## src/rtl/pls_pkg.sv

```systemverilog
// ----------------------------------------------------------------------------
// pls_pkg: shared types and constants of the positional list store
// Holds the transfer payloads, the command and status codes, the sequencer
// states and the sizes that follow from the list capacity.
// ----------------------------------------------------------------------------
`default_nettype none

package pls_pkg;

    localparam int CAPACITY  = 16;
    localparam int IDX_W     = $clog2(CAPACITY);
    localparam int CNT_W     = $clog2(CAPACITY + 1);
    localparam int DATA_W    = 32;
    localparam int CMD_W     = 3;
    localparam int POS_W     = 8;
    localparam int ST_W      = 2;
    localparam int OUT_CNT_W = 5;
    localparam int CMP_W     = ((CNT_W > POS_W) ? CNT_W : POS_W) + 1;

    typedef enum logic [CMD_W-1:0] {
        CMD_INS_FIRST = 3'd0,
        CMD_INS_LAST  = 3'd1,
        CMD_INS_POS   = 3'd2,
        CMD_DEL_FIRST = 3'd3,
        CMD_DEL_LAST  = 3'd4,
        CMD_DEL_POS   = 3'd5,
        CMD_DUMP      = 3'd6
    } t_cmd;

    typedef enum logic [ST_W-1:0] {
        ST_DONE   = 2'd0,
        ST_BADPOS = 2'd1,
        ST_EMPTY  = 2'd2,
        ST_FULL   = 2'd3
    } t_status;

    typedef enum logic [2:0] {
        S_IDLE,
        S_INS_RD,
        S_INS_WR,
        S_DEL_RD,
        S_DEL_WR,
        S_DMP_RD,
        S_DMP_LD,
        S_RESP
    } t_state;

    typedef struct packed {
        logic [CMD_W-1:0]         command;
        logic signed [DATA_W-1:0] value;
        logic [POS_W-1:0]         position;
    } t_in_item;

    typedef struct packed {
        logic [ST_W-1:0]          status;
        logic signed [DATA_W-1:0] element;
        logic [OUT_CNT_W-1:0]     count;
        logic                     last;
    } t_out_item;

    typedef struct packed {
        logic                     we;
        logic [IDX_W-1:0]         waddr;
        logic [DATA_W-1:0]        wdata;
        logic [IDX_W-1:0]         raddr;
    } t_ram_req;

    typedef struct packed {
        logic      load;
        t_out_item item;
    } t_out_load;

endpackage

`default_nettype wire

```

## src/rtl/positional_list_store.sv

```systemverilog
// ----------------------------------------------------------------------------
// positional_list_store: ordered list of signed 32-bit values
// Insert and delete at the head, the tail or a 1-based position, and dump the
// whole list in order, with status and count reported for every command.
// ----------------------------------------------------------------------------
//
//   channel | direction | handshake                  | payload
//   --------+-----------+----------------------------+-------------------------
//   in      | input     | i_in_valid / o_in_stall    | command, value, position
//   out     | output    | o_out_valid / i_out_stall  | status, element, count, last
//
// One command at a time. An insert before index k moves the entries from k to the
// tail up one slot, a delete at index k moves the entries after k down one slot,
// each entry read and then written through the single read and single write port
// of the element memory. A dump streams the elements in order; an error goes
// straight to the response. Reset clears the count, the sequencer and the output
// valid flag; memory is never read past the count, so it needs no clearing pass.
// A result waits in the output register while the out channel stalls; the
// sequencer holds until that register frees.
// ----------------------------------------------------------------------------
`default_nettype none

module positional_list_store (
    input  wire logic               i_clk,
    input  wire logic               i_rst_n,
    input  wire logic               i_in_valid,
    input  wire pls_pkg::t_in_item  i_in,
    output      logic               o_in_stall,
    output      logic               o_out_valid,
    output      pls_pkg::t_out_item o_out,
    input  wire logic               i_out_stall
);

    import pls_pkg::*;

    t_ram_req           w_ram;
    logic [DATA_W-1:0]  w_rdata;
    t_out_load          w_load;
    logic               w_slot_free;
    logic               w_busy;

    logic               r_out_valid, n_out_valid;
    t_out_item          r_out, n_out;

    // the output register is free when empty or when its transfer completes now
    assign w_slot_free = !r_out_valid || !i_out_stall;

    // hold off new commands while a command is being worked
    assign o_in_stall  = w_busy;
    assign o_out_valid = r_out_valid;
    assign o_out       = r_out;

    pls_ctrl u_ctrl (
        .i_clk       (i_clk),
        .i_rst_n     (i_rst_n),
        .i_in_valid  (i_in_valid),
        .i_in        (i_in),
        .o_busy      (w_busy),
        .i_slot_free (w_slot_free),
        .o_load      (w_load),
        .o_ram       (w_ram),
        .i_rdata     (w_rdata)
    );

    pls_ram #(
        .WIDTH (DATA_W),
        .DEPTH (CAPACITY)
    ) u_ram (
        .i_clk   (i_clk),
        .i_we    (w_ram.we),
        .i_waddr (w_ram.waddr),
        .i_wdata (w_ram.wdata),
        .i_raddr (w_ram.raddr),
        .o_rdata (w_rdata)
    );

    always_comb begin
        n_out_valid = r_out_valid;
        n_out       = r_out;
        if (w_load.load) begin
            // advance: a new result takes the slot
            n_out_valid = 1'b1;
            n_out       = w_load.item;
        end else if (!i_out_stall) begin
            // drop the result once its transfer completes
            n_out_valid = 1'b0;
        end
    end

    always_ff @(posedge i_clk) begin
        if (!i_rst_n) begin
            r_out_valid <= 1'b0;
        end else begin
            r_out_valid <= n_out_valid;
        end
    end

    always_ff @(posedge i_clk) begin
        r_out <= n_out;
    end

endmodule

`default_nettype wire

```

## src/rtl/pls_ram.sv

```systemverilog
// ----------------------------------------------------------------------------
// pls_ram: generic single-write, single-read memory
// One write port and one read port with registered read data.
// ----------------------------------------------------------------------------
`default_nettype none

module pls_ram #(
    parameter int WIDTH = 32,
    parameter int DEPTH = 16
) (
    input  wire logic                     i_clk,
    input  wire logic                     i_we,
    input  wire logic [$clog2(DEPTH)-1:0] i_waddr,
    input  wire logic [WIDTH-1:0]         i_wdata,
    input  wire logic [$clog2(DEPTH)-1:0] i_raddr,
    output      logic [WIDTH-1:0]         o_rdata
);

    logic [WIDTH-1:0] r_mem [DEPTH];

    always_ff @(posedge i_clk) begin
        if (i_we) begin
            r_mem[i_waddr] <= i_wdata;
        end
        o_rdata <= r_mem[i_raddr];
    end

endmodule

`default_nettype wire

```

## src/rtl/pls_ctrl.sv

```systemverilog
// ----------------------------------------------------------------------------
// pls_ctrl: command sequencer of the positional list store
// Decodes a command, walks the element memory one entry per step to open or
// close a gap or to stream a dump, and keeps the element count.
// ----------------------------------------------------------------------------
`default_nettype none

module pls_ctrl (
    input  wire logic                       i_clk,
    input  wire logic                       i_rst_n,
    input  wire logic                       i_in_valid,
    input  wire pls_pkg::t_in_item          i_in,
    output      logic                       o_busy,
    input  wire logic                       i_slot_free,
    output      pls_pkg::t_out_load         o_load,
    output      pls_pkg::t_ram_req          o_ram,
    input  wire logic [pls_pkg::DATA_W-1:0] i_rdata
);

    import pls_pkg::*;

    t_state              r_state, n_state;
    logic [CNT_W-1:0]    r_cnt, n_cnt;
    logic [CNT_W-1:0]    r_idx, n_idx;
    logic [CNT_W-1:0]    r_tgt, n_tgt;
    logic [DATA_W-1:0]   r_val, n_val;
    t_status             r_st, n_st;

    t_cmd                w_cmd;
    logic                w_full;
    logic                w_empty;
    logic [CMP_W-1:0]    w_pos;
    logic [CMP_W-1:0]    w_cnt;
    logic [CNT_W:0]      w_idx_nx;
    logic [CNT_W-1:0]    w_pos_m1;

    assign w_cmd    = t_cmd'(i_in.command);
    assign w_full   = (r_cnt >= CNT_W'(CAPACITY));
    assign w_empty  = (r_cnt == '0);
    assign w_pos    = CMP_W'(i_in.position);
    assign w_cnt    = CMP_W'(r_cnt);
    assign w_idx_nx = {1'b0, r_idx} + 1'b1;
    assign w_pos_m1 = CNT_W'(i_in.position - 1'b1);

    always_ff @(posedge i_clk) begin
        if (!i_rst_n) begin
            r_state <= S_IDLE;
            r_cnt   <= '0;
        end else begin
            r_state <= n_state;
            r_cnt   <= n_cnt;
        end
    end

    always_ff @(posedge i_clk) begin
        r_idx <= n_idx;
        r_tgt <= n_tgt;
        r_val <= n_val;
        r_st  <= n_st;
    end

    always_comb begin
        n_state = r_state;
        n_cnt   = r_cnt;
        n_idx   = r_idx;
        n_tgt   = r_tgt;
        n_val   = r_val;
        n_st    = r_st;

        o_busy       = (r_state != S_IDLE);
        o_ram.we     = 1'b0;
        o_ram.waddr  = r_idx[IDX_W-1:0];
        o_ram.wdata  = i_rdata;
        o_ram.raddr  = r_idx[IDX_W-1:0];
        o_load.load         = 1'b0;
        o_load.item.status  = r_st;
        o_load.item.element = '0;
        o_load.item.count   = OUT_CNT_W'(r_cnt);
        o_load.item.last    = 1'b1;

        case (r_state)
            S_IDLE: begin
                if (i_in_valid) begin
                    n_val   = i_in.value;
                    n_st    = ST_DONE;
                    n_state = S_RESP;
                    case (w_cmd)
                        CMD_INS_FIRST, CMD_INS_LAST: begin
                            if (w_full) begin
                                n_st = ST_FULL;
                            end else begin
                                n_idx   = r_cnt;
                                n_tgt   = (w_cmd == CMD_INS_FIRST) ? '0 : r_cnt;
                                n_state = S_INS_RD;
                            end
                        end
                        CMD_INS_POS: begin
                            if (w_pos == '0 || w_pos > w_cnt + 1'b1) begin
                                n_st = ST_BADPOS;
                            end else if (w_full) begin
                                n_st = ST_FULL;
                            end else begin
                                n_idx   = r_cnt;
                                n_tgt   = w_pos_m1;
                                n_state = S_INS_RD;
                            end
                        end
                        CMD_DEL_FIRST, CMD_DEL_LAST: begin
                            if (w_empty) begin
                                n_st = ST_EMPTY;
                            end else begin
                                n_idx   = (w_cmd == CMD_DEL_FIRST) ? '0 : r_cnt - 1'b1;
                                n_state = S_DEL_RD;
                            end
                        end
                        CMD_DEL_POS: begin
                            if (w_empty) begin
                                n_st = ST_EMPTY;
                            end else if (w_pos == '0 || w_pos > w_cnt) begin
                                n_st = ST_BADPOS;
                            end else begin
                                n_idx   = w_pos_m1;
                                n_state = S_DEL_RD;
                            end
                        end
                        CMD_DUMP: begin
                            if (w_empty) begin
                                n_st = ST_EMPTY;
                            end else begin
                                n_idx   = '0;
                                n_state = S_DMP_RD;
                            end
                        end
                        default: begin
                            n_st = ST_DONE;
                        end
                    endcase
                end
            end
            S_INS_RD: begin
                // drop the new value in once the gap reaches the target slot
                if (r_idx == r_tgt) begin
                    o_ram.we    = 1'b1;
                    o_ram.wdata = r_val;
                    n_cnt       = r_cnt + 1'b1;
                    n_state     = S_RESP;
                end else begin
                    o_ram.raddr = IDX_W'(r_idx - 1'b1);
                    n_state     = S_INS_WR;
                end
            end
            S_INS_WR: begin
                o_ram.we = 1'b1;
                n_idx    = r_idx - 1'b1;
                n_state  = S_INS_RD;
            end
            S_DEL_RD: begin
                if (w_idx_nx >= {1'b0, r_cnt}) begin
                    n_cnt   = r_cnt - 1'b1;
                    n_state = S_RESP;
                end else begin
                    o_ram.raddr = IDX_W'(w_idx_nx);
                    n_state     = S_DEL_WR;
                end
            end
            S_DEL_WR: begin
                o_ram.we = 1'b1;
                n_idx    = CNT_W'(w_idx_nx);
                n_state  = S_DEL_RD;
            end
            S_DMP_RD: begin
                n_state = S_DMP_LD;
            end
            S_DMP_LD: begin
                // read address holds, so the read data stays put while stalled
                o_load.item.status  = ST_DONE;
                o_load.item.element = i_rdata;
                o_load.item.last    = (w_idx_nx == {1'b0, r_cnt});
                if (i_slot_free) begin
                    o_load.load = 1'b1;
                    n_idx       = CNT_W'(w_idx_nx);
                    n_state     = (w_idx_nx == {1'b0, r_cnt}) ? S_IDLE : S_DMP_RD;
                end
            end
            S_RESP: begin
                if (i_slot_free) begin
                    o_load.load = 1'b1;
                    n_state     = S_IDLE;
                end
            end
            default: begin
                n_state = S_IDLE;
            end
        endcase
    end

endmodule

`default_nettype wire
```

## config.mk

```make
export PLATFORM = sky130hd
export DESIGN_NAME = positional_list_store
export DESIGN_NICKNAME = d
export VERILOG_FILES = /design/src/rtl/pls_pkg.sv /design/src/rtl/positional_list_store.sv /design/src/rtl/pls_ram.sv /design/src/rtl/pls_ctrl.sv
export SDC_FILE = /design/constraint.sdc
export NUM_CORES = 1
export LEC_CHECK = 0
export BUFFER_PORTS_ARGS = -buffer_cell sky130_fd_sc_hd__buf_2
export CAP_MARGIN = 0
export CORE_ASPECT_RATIO = 1.2
export CORE_MARGIN = 5
export CORE_UTILIZATION = 30
export DETAILED_ROUTE_END_ITERATION = 10
export MAX_ROUTING_LAYER = met4
export PLACE_DENSITY_LB_ADDON = 0.2
export RECOVER_POWER = 50
export SYNTH_ARGS = -nofsm -noshare
export SYNTH_HDL_FRONTEND = slang
export SYNTH_SLANG_ARGS = --single-unit
export TNS_END_PERCENT = 20
```

## constraint.sdc

```tcl
create_clock -name i_clk -period 4.2 [get_ports i_clk]
set_input_delay 0.21 -clock i_clk [delete_from_list [all_inputs] [get_ports i_clk]]
set_output_delay 0.21 -clock i_clk [all_outputs]
set_load 0.005 [all_outputs]
```

==> flow_metrics.py, run 1 <==
metrics = {
    "synthesis": {
        "syn_nets": 2875,
        "yosysTopAreaCellShare_pct": 57.0,
        "synth_seq_cells": 637,
        "synth_compound_area_share_pct": 12.2,
        "synth_area_mm2": 0.0314,
        "post_synth_and_or_nand_nor_area_fraction_pct": 14.1,
        "synth-edff-count": 596,
        "yosys.area_share.xor_xnor_pct": 0.558,
        "synth_fa_ha_area_share_pct": 1.04,
        "synthMuxAreaShare_pct": 5.84,
        "syn_area_per_cell_um2": 11.2,
        "synthArstFlopShare_pct": 0,
        "ys_types": 66,
        "synth_top_family_by_area": "simple AND/OR/NAND/NOR gates",
        "synthTopCellsByArea": "edfxtp_1 57%, a211oi_1 6.2%, mux2_2 5.8%",
        "dominantRegCellSynth": "edfxtp_1",
        "synth_area_leader_cell": "edfxtp_1",
        "netlist_instances": 2802,
        "ys_warn_count": 0,
        "seq_area_frac_synth_pct": 59.7,
    },
    "floorplanning": {
        "ios": 89,
        "core-area_mm2": 0.104,
        "fp.dieArea_mm2": 0.111,
        "initial_core_util_pct": 30.1,
        "rows": 130,
        "die_y_um": 364,
        "die_x_um": 305,
    },
    "setup_path": {
        "cp-start-kind": "register",
        "end_kind": "register",
        "startpoint": "u_ctrl.r_state[1]",
        "r2r_start": "u_ctrl.r_state[1]",
        "required_ps": 4300,
        "path_class": "reg -> reg",
        "cp_max_fo": 34,
        "critical_path_arrival_ps": 4130,
    },
    "global_routing": {
        "grt_busiest_layer": "met2",
        "grt_max_degree": 190,
        "use_met3_pct": 2.14,
        "grtUsageTotal_pct": 17.2,
        "antenna_found_initial": 0,
        "grtUsageMet2_pct": 29.5,
        "grt_overflow_total": 0,
        "grt_pass1_wl_um": 143000,
        "met1_usage_pct": 21.1,
        "grt_pass1_vias": 22616,
    },
    "finish": {
        "mostFrequentLayoutCell": "edfxtp_1",
        "final_layout_size_suffix_gt1_share_pct": 13.5,
        "antenna_cells": 0,
        "final_nets": 2902,
        "area_growth_pct": 15.4,
        "stdcell_area_mm2": 0.0362,
        "final_cell_mix": "596 x edfxtp_1, 276 x nor2_1, 267 x inv_1",
    },
    "routing": {
        "drt-initial-drc-count": 1651,
        "vias": 22523,
        "antenna_left": 0,
        "drc": 0,
        "post_drt_via_cell_ratio": 5.27,
        "avgRoutedWirePerCell_um": 22.4,
        "wirelength_um": 95500,
        "drt_first_pass_iters": 6,
    },
    "sta": {
        "finClkSkew_ps": 29.5,
        "setup_violations": 0,
        "post-route-min-period_ps": 4030,
        "worst_slew_pin_slew_ps": 1880,
        "final_max_slew_viol_count": 78,
        "final-hold-violation-count": 0,
        "fmax_mhz": 248,
        "period_share_pct": 96.0,
        "rsz0062_at_grt": "false",
        "worst_slack_ps": 168,
        "slew_headroom_pct": -25.7,
    },
    "power": {
        "p_leak_nw": 12.5,
        "ir_drop_mv": 0.537,
        "power_density_mw_per_mm2": 760,
    },
    "clocking": {
        "cts_tree": "yes",
        "clock_latency_ps": 630,
        "cts_buffer_depth": 3,
        "cts_setup_buffers": 0,
        "clock_tree.root_cell": "clkbuf_16",
        "htree_levels": 3,
        "path_clk_slew_ps": 60,
        "numCtsBuffers": 68,
        "clock-sinks": 637,
    },
    "place": {
        "io_buffers": 88,
        "placed_area_mm2": 0.0338,
        "gp_congestion": 0.811,
        "hpwl_um": 50200,
        "pre_cts_slack_ps": 216,
    },
    "job": {
        "maxCapViolCount": 3,
    },
    "run_status": {
        "violations": "max-capacitance violations, max-slew violations",
        "status": "finished, violations left",
    },
    "hold_path": {
        "hold_start": "i_in[42]",
        "hold_path.class": "in -> reg",
    },
}
logic make-up after synthesis:
logic type,Yosys count
AOI/OAI and AO/OA,599
muxes,163
DFF,637
and+or+nand+nor,835
adders and majority gates,26
buffers and inverters,522
xor gates and xnor gates,20
metrics by stage:
step	util, %	total power (W)	hold WS (ps)	cells	setup TNS, ps
finish	34.7	0.0275	75.8	4270	0
floorplan	-	0.0175	309	2802	-2870
global route	34.7	0.0291	96.3	4270	0
CTS	34.8	0.0278	19.1	4270	0
global placement	32.5	0.0217	387	4110	0
detailed placement	32.5	0.0219	388	4110	0
worst max-delay path, stage by stage (launching register included):
cell and delay [ps]:
dfxtp_1 1030, clkbuf_1 1250, nor3_1 170, and2_2 290, clkbuf_2 690
area by class of cell:
cell class	count	area, µm²
well taps	1386	1730
repair buffers	210	1870
clock buffers	97	1900
inverters	269	1020
fillers	10190	68100
flip-flops and latches	637	18700
multi-input cells	1643	10800
clock inverters	28	188
synth_stat cells, drive strengths merged, types with 3 or more instances:
cell,number
nor4,4
dfxtp,41
and3,35
a21o,3
and2,7
nor2b,7
o21a,3
nand4,32
nor3,270
o211ai,3
edfxtp,596
clkbuf,166
buf,87
nand2b,9
o21ai,280
xnor2,16
a221o,4
a211oi,261
o221ai,3
nor4b,129
o22ai,5
a22oi,3
nand2,28
nor2,288
nand3b,3
xor2,4
inv,267
a21oi,14
nand3,14
mux2,161
ha,26
nor3b,3
where the power goes:
group	internal, W	switching, W	total, W
clock	0.00324	0.00254	0.00577
sequential	0.00861	0.000435	0.00905
combinational	0.00453	0.00816	0.0127
total	0.0164	0.0111	0.0275
state kept, by name (all words and copies together) (netlist names):
| signal | count |
|---|---|
| u_ctrl.r_val | 32 |
| u_ram.o_rdata | 32 |
| u_ctrl.r_st | 2 |
| u_ram.r_mem | 512 |
| o_out_valid | 1 |
| u_ctrl.r_state | 3 |
| u_ctrl.r_tgt | 5 |
| o_out | 40 |
| u_ctrl.r_cnt | 5 |
| u_ctrl.r_idx | 5 |
layer usage:
metal  share of wire [%]  wire length [µm]
met3                 4.3              4070
met4                 3.1              2920
met2                  50             47400
met1                  43             41100
met5                   0                 0
final timing paths:
kind	endpoint	slack, ps	cells past startpoint
min reg2reg	o_out[38]	530	1
max reg2reg	u_ctrl.r_val[12]	170	4
max	u_ctrl.r_val[12]	170	4
min	u_ctrl.r_state[2]	80	3
timing repair:
action	4_1_cts	5_1_grt
endpoints found under the hold margin	41	0
hold buffers	35	0
endpoints found under the setup margin	0	4
resized for setup	0	2
No activity file was read; power rests on OpenSTA's default activity.
==> inputs of run 2 (changes only) <==
--- a/config.mk
+++ b/config.mk
@@ -10,10 +10,12 @@
 export CORE_ASPECT_RATIO = 1.2
 export CORE_MARGIN = 5
 export CORE_UTILIZATION = 30
+export CTS_BUF_LIST = sky130_fd_sc_hd__clkbuf_2 sky130_fd_sc_hd__clkbuf_4 sky130_fd_sc_hd__clkbuf_8
 export DETAILED_ROUTE_END_ITERATION = 10
 export MAX_ROUTING_LAYER = met4
 export PLACE_DENSITY_LB_ADDON = 0.2
 export RECOVER_POWER = 50
+export SETUP_SLACK_MARGIN = 0.2
 export SYNTH_ARGS = -nofsm -noshare
 export SYNTH_HDL_FRONTEND = slang
 export SYNTH_SLANG_ARGS = --single-unit
==> flow_metrics.py, run 2 (synthesis results as in run 1) <==
metrics = {
    "run_status": {
        "status": "finished, violations left",
        "violations": "max-capacitance violations, max-slew violations",
    },
    "sta": {
        "fmax_mhz": 255,
        "worst_slack_ps": 276,
        "finClkSkew_ps": 36.4,
        "worst_slew_pin_slew_ps": 1690,
        "rsz0062_at_grt": "true",
        "setup_violations": 0,
        "period_share_pct": 93.4,
        "post-route-min-period_ps": 3920,
        "final-hold-violation-count": 0,
        "slew_headroom_pct": -12.6,
        "final_max_slew_viol_count": 77,
    },
    "floorplanning": {
        "rows": 130,
        "core-area_mm2": 0.104,
        "die_x_um": 305,
        "initial_core_util_pct": 30.1,
        "ios": 89,
        "fp.dieArea_mm2": 0.111,
        "die_y_um": 364,
    },
    "power": {
        "p_leak_nw": 12.7,
        "ir_drop_mv": 0.569,
        "power.total_w": 0.0277,
        "power_density_mw_per_mm2": 757,
    },
    "place": {
        "hpwl_um": 50200,
        "placed_area_mm2": 0.0338,
        "gp_congestion": 0.811,
        "io_buffers": 88,
        "pre_cts_slack_ps": 216,
    },
    "finish": {
        "largest_reg_flops": 512,
        "final_nets": 2959,
        "max_flop_register": "u_ram.r_mem",
        "final_layout_size_suffix_gt1_share_pct": 16.0,
        "final_cell_mix": "596 x edfxtp_1, 276 x nor2_1, 267 x inv_1",
        "mostFrequentLayoutCell": "edfxtp_1",
        "fillCellCount": 10204,
        "area_growth_pct": 16.4,
        "seq_area_mm2": 0.0187,
        "multi_input_area_mm2": 0.0108,
        "stdcell_area_mm2": 0.0365,
    },
    "routing": {
        "vias": 22939,
        "avgRoutedWirePerCell_um": 22.3,
        "post_drt_via_cell_ratio": 5.26,
        "drt_first_pass_iters": 5,
        "drc": 0,
        "wirelength_um": 97300,
        "antenna_left": 0,
        "drt-initial-drc-count": 1472,
    },
    "setup_path": {
        "end_kind": "register",
        "startpoint": "u_ctrl.r_idx[0]",
        "critPathBufInv": 3,
        "r2r_start": "u_ctrl.r_idx[0]",
        "path_class": "reg -> reg",
        "critical_path_arrival_ps": 4530,
        "cp_slowest_cell": "o31ai_1",
        "max_stage_delay_ps": 600,
        "r2r_slack_ps": 280,
        "cp_cell_sequence": "and3_1 > xor2_1 > ha_1 > a21o_1 > a21oi_1 > o211a_4 > o211ai_4 > buf_6 > o31ai_1 > a211oi_4 > buf_4 > buf_12 > o21ai_0 > nand4_1",
        "reg2regPathDepth": 14,
        "cp_max_fo": 23,
        "cp-start-kind": "register",
        "path_delay_family": "compound AO/OA/AOI/OAI gates",
        "required_ps": 4810,
        "reg2reg_to": "u_ram.o_rdata[15]",
    },
    "hold_path": {
        "hold_path.class": "in -> reg",
        "hold_depth": 4,
        "hold_end": "u_ctrl.r_tgt[3]",
        "hold_start": "i_in[1]",
    },
    "clocking": {
        "clock_tree.root_cell": "clkbuf_8",
        "cts_buffer_depth": 3,
        "path_clk_slew_ps": 60,
        "clock_latency_ps": 780,
        "htree_levels": 3,
        "clock-sinks": 637,
        "cts_tree": "yes",
        "numCtsBuffers": 104,
    },
    "global_routing": {
        "antenna_found_initial": 2,
        "grtUsageTotal_pct": 17.3,
        "grt_max_degree": 190,
        "grt_pass1_vias": 23058,
        "grt_overflow_total": 0,
        "grt_pass1_wl_um": 144000,
    },
    "job": {
        "maxCapViolCount": 3,
    },
}
[run 2: cell types whose count changed in the layout (fill, tap and decap cells not counted), sizes merged]
cell,delta
buf,+7
bufinv,+5
clkbuf,+41
clkinv,+20
clkinvlp,+4
diode,+1
dlygate4sd3,+11
inv,+1
o211ai,+1
[run 2: cell type report]
class / instances / area share (%)
repair buffers: 230 / 5.83
diodes: 1 / 0.00685
clock inverters: 58 / 1.19
multi-input cells: 1644 / 29.6
flip-flops and latches: 637 / 51.2
clock buffers: 136 / 4.63
well taps: 1386 / 4.75
inverters: 269 / 2.78
[run 2: how the worst max path moves through the flow]
stage,slack [ps],cells past startpoint,endpoint
6_report,280,14,u_ram.o_rdata[15]
5_1_grt,120,8,u_ctrl.r_state[2]
4_1_cts,210,13,u_ram.o_rdata[6]
3_5_place_dp,220,13,u_ram.o_rdata[6]
3_3_place_gp,330,13,u_ram.o_rdata[11]
2_1_floorplan,-90,7,u_ram.r_mem[2][0]
[run 2: power by group]
part           internal [W]  leakage [nW]  total [W]  switching, W
clock network       0.00301          1.11    0.00561       0.00260
registers           0.00862          5.79    0.00905      0.000435
logic               0.00471          5.78     0.0130       0.00829
[run 2: what timing repair did]
item | 4_1_cts | 5_1_grt
hold buffers | 46 | 0
gates resized for setup | 0 | 9
endpoints found under the hold margin | 64 | 0
endpoints found under the setup margin | 0 | 26
setup buffers | 0 | 6
[run 2: layer usage]
layer	up-vias	track usage (%)	share of wire, %
met3	195	2.59	5.1
met5	-	-	0
met4	0	6.03	3.2
met2	658	29.9	50
li1	10585	-	-
met1	11501	20.9	42
[run 2: stage by stage]
stage               std cells  hold WS, ps  setup TNS (ps)  util (%)
global route             4361          103               0      35.0
finish                   4361          126               0      35.0
floorplan                2802          309           -2870         -
detailed placement       4110          388               0      32.5
global placement         4110          387               0      32.5
CTS                      4350         41.5               0      34.9
[run 2: worst register-to-register path, stage by stage, from the launching register on]
cell      delay, ps
edfxtp_1        520
and3_1          320
xor2_1          160
ha_1            320
a21o_1          160
a21oi_1         220
o211a_4         240
o211ai_4        180
buf_6           240
o31ai_1         600
a211oi_4        130
buf_4           190
buf_12          170
o21ai_0         180
nand4_1         150
